<file path="config.mk">
export PLATFORM = sky130hd
export DESIGN_NAME = sfc_frame_acc
export DESIGN_NICKNAME = d
export VERILOG_FILES = /design/src/sv/sfc_pkg.sv /design/src/sv/sfc_frame_acc.sv
export SDC_FILE = /design/constraint.sdc
export NUM_CORES = 1
export LEC_CHECK = 0
export ABC_AREA = 1
export ABC_CLOCK_PERIOD_IN_PS = 8700
export BUFFER_PORTS_ARGS = -buffer_cell sky130_fd_sc_hd__buf_2
export CAP_MARGIN = 30
export CORE_UTILIZATION = 37
export DETAILED_ROUTE_END_ITERATION = 8
export PLACE_DENSITY = 0.66
export SYNTH_ARGS = -nofsm -noshare
export SYNTH_HDL_FRONTEND = slang
export SYNTH_SLANG_ARGS = --single-unit
</file>
<file path="constraint.sdc">
create_clock -name clk -period 8.7 [get_ports clk]
set_clock_uncertainty 0.1 [all_clocks]
set_input_delay 1.305 -clock clk [delete_from_list [all_inputs] [get_ports clk]]
set_output_delay 1.305 -clock clk [all_outputs]
set_load 0.005 [all_outputs]
</file>
<file path="src/sv/sfc_pkg.sv">
`timescale 1ns / 1ps
`default_nettype none

package sfc_pkg;

	localparam int          STORE_DEPTH   = 20;
	localparam logic [7:0]  FRAME_LEN     = 8'd23;
	localparam logic [7:0]  CRC_SPAN      = 8'd21;
	localparam logic [7:0]  CHECK_HI_IDX  = 8'd21;
	localparam logic [7:0]  CHECK_LO_IDX  = 8'd22;
	localparam logic [7:0]  COUNT_MAX     = 8'd255;
	localparam logic [15:0] CRC_INIT      = 16'hFFFF;
	localparam logic [15:0] CRC_POLY      = 16'h1021;
	localparam logic [7:0]  MARKER_RESET  = 8'hAA;

	localparam logic [1:0]  ST_OK         = 2'd0;
	localparam logic [1:0]  ST_BAD_LEN    = 2'd1;
	localparam logic [1:0]  ST_BAD_START  = 2'd2;
	localparam logic [1:0]  ST_BAD_CRC    = 2'd3;

	// first member sits in the top bits, so node_number lands at bit 0
	typedef struct packed {
		logic [15:0]        node_state_alert;
		logic signed [15:0] tilt_angle;
		logic [15:0]        vibration_level;
		logic signed [15:0] rate_z;
		logic signed [15:0] rate_y;
		logic signed [15:0] rate_x;
		logic signed [15:0] accel_z;
		logic signed [15:0] accel_y;
		logic signed [15:0] accel_x;
		logic [7:0]         sequence_number;
		logic [7:0]         node_number;
	} fields_t;

	typedef struct packed {
		logic       valid;
		logic [1:0] status;
		fields_t    fields;
	} frame_res_t;

	// CRC-16, MSB first, one byte
	function automatic logic [15:0] crc16_byte(input logic [15:0] crc, input logic [7:0] b);
		logic [15:0] c;
		c = crc ^ {b, 8'h00};
		for (int k = 0; k < 8; k++) begin
			if (c[15]) begin
				c = {c[14:0], 1'b0} ^ CRC_POLY;
			end else begin
				c = {c[14:0], 1'b0};
			end
		end
		return c;
	endfunction

endpackage

`default_nettype wire

</file>
<file path="src/sv/sfc_frame_acc.sv">
`timescale 1ns / 1ps
`default_nettype none

module sfc_frame_acc (
	input  wire logic              clk,
	input  wire logic              arst_n,
	input  wire logic              accept,
	input  wire logic [7:0]        data_byte,
	input  wire logic              end_of_packet,
	input  wire logic [7:0]        start_marker,
	output sfc_pkg::frame_res_t    res
);

	logic [7:0]  byte_count_q;
	logic [15:0] crc_q;
	logic        start_ok_q;
	logic [15:0] check_q;
	logic [7:0]  store_q [sfc_pkg::STORE_DEPTH];

	logic [7:0]  count_n;
	logic [15:0] crc_n;
	logic        start_ok_n;
	logic [15:0] check_n;
	logic [1:0]  status;
	sfc_pkg::fields_t fields;

	always_comb begin
		count_n = (byte_count_q == sfc_pkg::COUNT_MAX) ? byte_count_q : byte_count_q + 8'd1;
		start_ok_n = (byte_count_q == 8'd0) ? (data_byte == start_marker) : start_ok_q;
		crc_n = (byte_count_q < sfc_pkg::CRC_SPAN) ? sfc_pkg::crc16_byte(crc_q, data_byte)
			: crc_q;
		check_n = check_q;
		if (byte_count_q == sfc_pkg::CHECK_HI_IDX) begin
			check_n = {data_byte, check_q[7:0]};
		end else if (byte_count_q == sfc_pkg::CHECK_LO_IDX) begin
			check_n = {check_q[15:8], data_byte};
		end
	end

	// a full-length frame ends on byte 22, so the CRC and start flag are already final
	always_comb begin
		if (count_n != sfc_pkg::FRAME_LEN) begin
			status = sfc_pkg::ST_BAD_LEN;
		end else if (!start_ok_q) begin
			status = sfc_pkg::ST_BAD_START;
		end else if (crc_q != check_n) begin
			status = sfc_pkg::ST_BAD_CRC;
		end else begin
			status = sfc_pkg::ST_OK;
		end
	end

	always_comb begin
		fields = '0;
		if (status == sfc_pkg::ST_OK) begin
			fields.node_number      = store_q[0];
			fields.sequence_number  = store_q[1];
			fields.accel_x          = {store_q[2], store_q[3]};
			fields.accel_y          = {store_q[4], store_q[5]};
			fields.accel_z          = {store_q[6], store_q[7]};
			fields.rate_x           = {store_q[8], store_q[9]};
			fields.rate_y           = {store_q[10], store_q[11]};
			fields.rate_z           = {store_q[12], store_q[13]};
			fields.vibration_level  = {store_q[14], store_q[15]};
			fields.tilt_angle       = {store_q[16], store_q[17]};
			fields.node_state_alert = {store_q[18], store_q[19]};
		end
	end

	assign res.valid  = accept && end_of_packet;
	assign res.status = status;
	assign res.fields = fields;

	always_ff @(posedge clk or negedge arst_n) begin
		if (!arst_n) begin
			byte_count_q <= 8'd0;
			crc_q        <= sfc_pkg::CRC_INIT;
			start_ok_q   <= 1'b1;
			check_q      <= 16'd0;
		end else if (accept) begin
			if (end_of_packet) begin
				byte_count_q <= 8'd0;
				crc_q        <= sfc_pkg::CRC_INIT;
				start_ok_q   <= 1'b1;
				check_q      <= 16'd0;
			end else begin
				byte_count_q <= count_n;
				crc_q        <= crc_n;
				start_ok_q   <= start_ok_n;
				check_q      <= check_n;
			end
		end
	end

	// bytes 1..20 of the frame
	always_ff @(posedge clk) begin
		for (int i = 0; i < sfc_pkg::STORE_DEPTH; i++) begin
			if (accept && byte_count_q == 8'(i + 1)) begin
				store_q[i] <= data_byte;
			end
		end
	end

`ifndef SYNTH
	a_clear_on_last: assert property (@(posedge clk) disable iff (!arst_n)
		accept && end_of_packet |=> byte_count_q == 8'd0 && crc_q == sfc_pkg::CRC_INIT)
		else $error("packet state not cleared after last word");

	a_count_step: assert property (@(posedge clk) disable iff (!arst_n)
		accept && !end_of_packet && byte_count_q != sfc_pkg::COUNT_MAX
		|=> byte_count_q == 8'($past(byte_count_q) + 8'd1))
		else $error("byte count did not advance");

	a_zero_fields: assert property (@(posedge clk) disable iff (!arst_n)
		res.valid && status != sfc_pkg::ST_OK |-> fields == '0)
		else $error("decoded fields not zero on failed frame");
`endif

endmodule

`default_nettype wire

</file>
# Word level (Yosys, flattened, before mapping)
# Memory sizes are Yosys's and may differ from the RTL's.
# Index checks and enable logic that the tools add are counted.
[word_totals] regBits=41 latch_bits=0 ramBits=160 rom_bits=0 in_bits=20 output_inout_bits=163 word_cells=206 memories=1
[memory_table] memory="store_q" depth=20 width=8 rd=20 rd_clocked_by_memory_dff=0 wr=1 line="sfc_frame_acc.sv:18" rtl="logic [7:0] store_q [sfc_pkg::STORE_DEPTH];"
[classes] n_addsub=1 mul=0 div_mod_pow=0 order_cmp=1 eq_ne=26 n_shift=0 n_mux=118 bitwise=9 reduce_logical=46
[op_table] cell="two-way mux 8 bit" n=22
[op_table] cell="two-way mux 160 bit" n=1
[op_table] cell="OR reduction 8 bit" n=19
[op_table] cell="two-way mux 13 bit" n=8
[op_table] cell="two-way mux 5 bit" n=19
[op_table] cell="equality test 8 x 4 -> 1 bit (second input constant)" n=8
[op_table] cell="two-way mux 16 bit" n=4
[op_table] cell="two-way mux 1 bit" n=61
[op_table] cell="equality test 8 x 5 -> 1 bit (second input constant)" n=7
[op_table] cell="equality test 8 x 3 -> 1 bit (second input constant)" n=4
[op_table] cell="NOT 3 bit" n=8
[op_table] cell="logical AND 1 bit" n=21
[op_table] cell="equality test 8 x 2 -> 1 bit (second input constant)" n=2
[op_table] cell="!= test 16 bit" n=1
[op_table] cell="XOR 16 bit" n=1
[op_table] cell="adder 8 x 1 -> 8 bit (second input constant)" n=1
[op_table] cell="equality test 8 x 1 -> 1 bit (second input constant)" n=1
[op_table] cell="equality test 8 bit" n=1
[op_table] cell="equality test 8 bit (second input constant)" n=1
[op_table] cell="zero test 8 bit" n=1
[op_table] cell="< comparator 8 x 5 -> 1 bit (second input constant)" n=1
[op_table] cell="!= test 8 x 5 -> 1 bit (second input constant)" n=1
[op_table] cell="two-way mux 2 bit" n=3
[op_table] cell="AND reduction 2 bit" n=2
[op_table] cell="other kinds (2)" n=3

# Depth between registers and ports, before layout
[logic_depth] ltp_word=24 depth_mapped=17 ltp_nobuf=16

# Least setup slack after synthesis
# OpenSTA, ideal clock, no wires.
[synth_timing] kind="input -> output" start="input data_byte[0]" end="output res[0] (netlist bit)" arrival_ps=2477 t_required_ps=7295 slack_ps=4818 stages=11 path_buffers=2 cell_sequence="inv_1 -> nand3_1 -> nand3_1 -> nand2_1 -> nor2_1 -> nand2_1 -> nor2_1 -> nand4_2 -> buf_6 -> buf_6 -> nor2_2"
[synth_lines] element="start: declaration" line="sfc_frame_acc.sv:8" rtl="input wire logic [7:0] data_byte,"
[synth_lines] element="end: declaration" line="sfc_frame_acc.sv:11" rtl="output sfc_pkg::frame_res_t res"

==> results.txt <==
Yosys reg bits: 201
# diodes: 0
total routed wirelength: 22.4 mm
most common cell in the netlist: inv_1
top cells by area, synth: edfxtp_1 (51%), inv_1 (9.1%), nor2_2 (6.8%), dfrtp_1 (6.4%), nand2_1 (4.8%)
CP max FO: 160
GRT Total Usage: 0.169
syn nets: 975
Max VDD drop: 118 uV
Die ar.: 26200 um^2
yosys warns: 0
H-tree lvl count: 1
layout cells sized above 1: 0.307
top-area cell type share of the netlist area: 0.509
post-layout total power: 2.32 mW
global route total overflow: 0
final instance area: 11400 um^2
CTS tree: done
CTS resizes: 0
DRT Pass-1 Iters: 5
mux cell area share after synthesis: 0
post-DR vias/cell: 4.54
fin. max-slew vios: 0
DRC errors left: 0
global-route wire length before repair: 34.0 mm
Routed Antenna Nets: 0
Worst Tran Pin Value: 986 ps
Place WS: 3620 ps
Yosys cell types: 33
final core occ: 0.453
Syn Std Cell Area: 9450 um^2
I/O pins: 183
Post-Synth XOR/XNOR Area: 0.0213
clk_lat worst skew: 500 ps
Syn Inst Count: 950
fin crit period: 5380 ps
power density cells: 204 nW/um^2
Req. time, crit path: 7300 ps
met2 usage: 0.272
Initial Utilization: 0.376
post-synthesis async set-or-reset flop share: 0.204
Primary FF master, synth: edfxtp_1
Critical Path Start Type: flop
Worst Path Arrival: 3970 ps
period utilization: 0.618
final hold vios: 0
Final HPWL DP: 14.8 mm
initial antenna violation count: 0
largest net degree at the start of global routing: 161
nets: 1156
num rows: 58
clock slew at reported path FFs: 60 ps
sequential share of the synthesized area: 0.620
GRT met1 Usage: 0.232
area leader, netlist: edfxtp_1
routed wire length per instance: 15.1 um
CTS Sinks: 201
chip width: 162 um
Longest Clk Path Bufs: 3
Post-synth EDFFs: 160
hold crit path type: reg -> reg
Worst Path Class, Setup: reg -> out
vias in the first global route: 6111
status: complete, no violations
Post-synth top cells: inv_1 (230), edfxtp_1 (160), nand2_1 (122)
RSZ-0062 raised after global routing: false
Post-DP Area: 10600 um^2
synthesized-area fraction occupied by adder cells: 0.00662
die height: 162 um
Area Overhead vs Synth: 20.5%
Leak: 5.48 nW
clk root buf: clkbuf_16
Crit. End Element: output port
via count: 6708
Core ar.: 25100 um^2
Max Clock Freq: 186 MHz
relative slew slack: 0.342
setup bufs post-CTS: 0
complex-gate fraction of the synthesized area: 0.0321
final RePlAce weighted congestion: 0.863
met3 Use GR: 0.0258
max cap viols: 0
main combinational cell family by area after synthesis: simple AND/OR/NAND/NOR gates
hold_buf cts: 0
Iter 0 DRT Violations: 583
Port Buf Inserts: 182
cts bufs inserted: 22
setup_tns: 0 ps
Syn Area/Cell: 9.94 um^2
Final WS setup: 3320 ps
GRT busiest layer: met2
simple-gate portion of the synthesized area: 0.206
final number of setup-violating endpoints: 0
-- through the flow --
stage | hold slack [ps] | std cells
after CTS | 396 | 1477
final | 399 | 1477
after floorplan | 349 | 950
after global placement | 376 | 1436
after global routing | 433 | 1477
after detailed placement | 379 | 1437
-- worst max-delay path, cell delays in order (launching register included) --
cell and delay (ps):
dfrtp_1 440, inv_1 160, ha_1 210, inv_1 90
nor2_4 390, nand2_2 290, nand2_1 170, nand2_1 80
nand2_1 60, nand2_1 40, nor2_1 170, nand2_1 100
nor2_2 170, nand4_4 130, buf_12 280, nor2_1 320
buf_2 160
-- final timing paths --
kind / end / start / slack (ps) / cells after the start
worst min-delay path: check_q[6] / check_q[6] / 400 / 2
min in group asynchronous: check_q[2] / arst_n / 580 / 1
worst max-delay path: res[159] / byte_count_q[1] / 3320 / 16
worst min register to register: check_q[6] / check_q[6] / 400 / 2
worst max register to register: store_q[4][9] / byte_count_q[4] / 6060 / 4
max in group asynchronous: crc_q[9] / arst_n / 7400 / 2
-- flip-flops by register name (all words and copies together), names as in the netlist --
register      flops
crc_q            16
store_q         160
check_q          16
start_ok_q        1
byte_count_q      8
-- layout by cell type (no fill, tap or decap), types with 3 or more instances in the layout --
master	Yosys	routed
nand3b_1	4	4
clkinv_2	0	3
nand2_1	122	122
dfstp_2	17	17
a21oi_1	4	4
edfxtp_1	160	160
xor2_1	6	6
nor3_1	5	4
ha_1	5	5
inv_1	230	230
buf_2	3	182
clkbuf_16	0	23
o22ai_1	22	22
o21ai_0	18	18
nor2_1	98	98
clkbuf_8	0	5
nand3_1	64	64
o21ai_1	3	3
buf_4	2	3
dfrtp_1	24	24
clkbuf_1	14	7
nor2_2	102	102
xnor2_1	17	17
nand2_2	4	4
-- final cells by class --
cell class | count | area [um^2]
timing repair buffer | 187 | 973
tap | 330 | 413
clock inverter | 5 | 75.1
inverter | 232 | 871
clock buffer | 35 | 671
sequential | 201 | 5850
multi-input combinational | 487 | 2530
fill | 2423 | 13700
-- logic make-up after synthesis --
family,Yosys count
xor+xnor,23
buf+inv,262
flops,201
fa+ha+maj,5
simple gates,407
compound gates,52
-- metal layers --
layer / share of wire / wire (um) / vias up
met4: 0.023 / 515 / 0
met5: 0 / 0 / -
met3: 0.059 / 1320 / 40
met1: 0.44 / 9940 / 3126
met2: 0.47 / 10600 / 227
li1: - / - / 3315
-- power by group --
group          leakage, nW  internal, mW  switching [mW]
Clock                0.368         0.586           0.360
Sequential            1.95          1.10          0.0393
Combinational         3.16        0.0795           0.157
Total                 5.48          1.76           0.556
(Power assumes the default switching activity.)
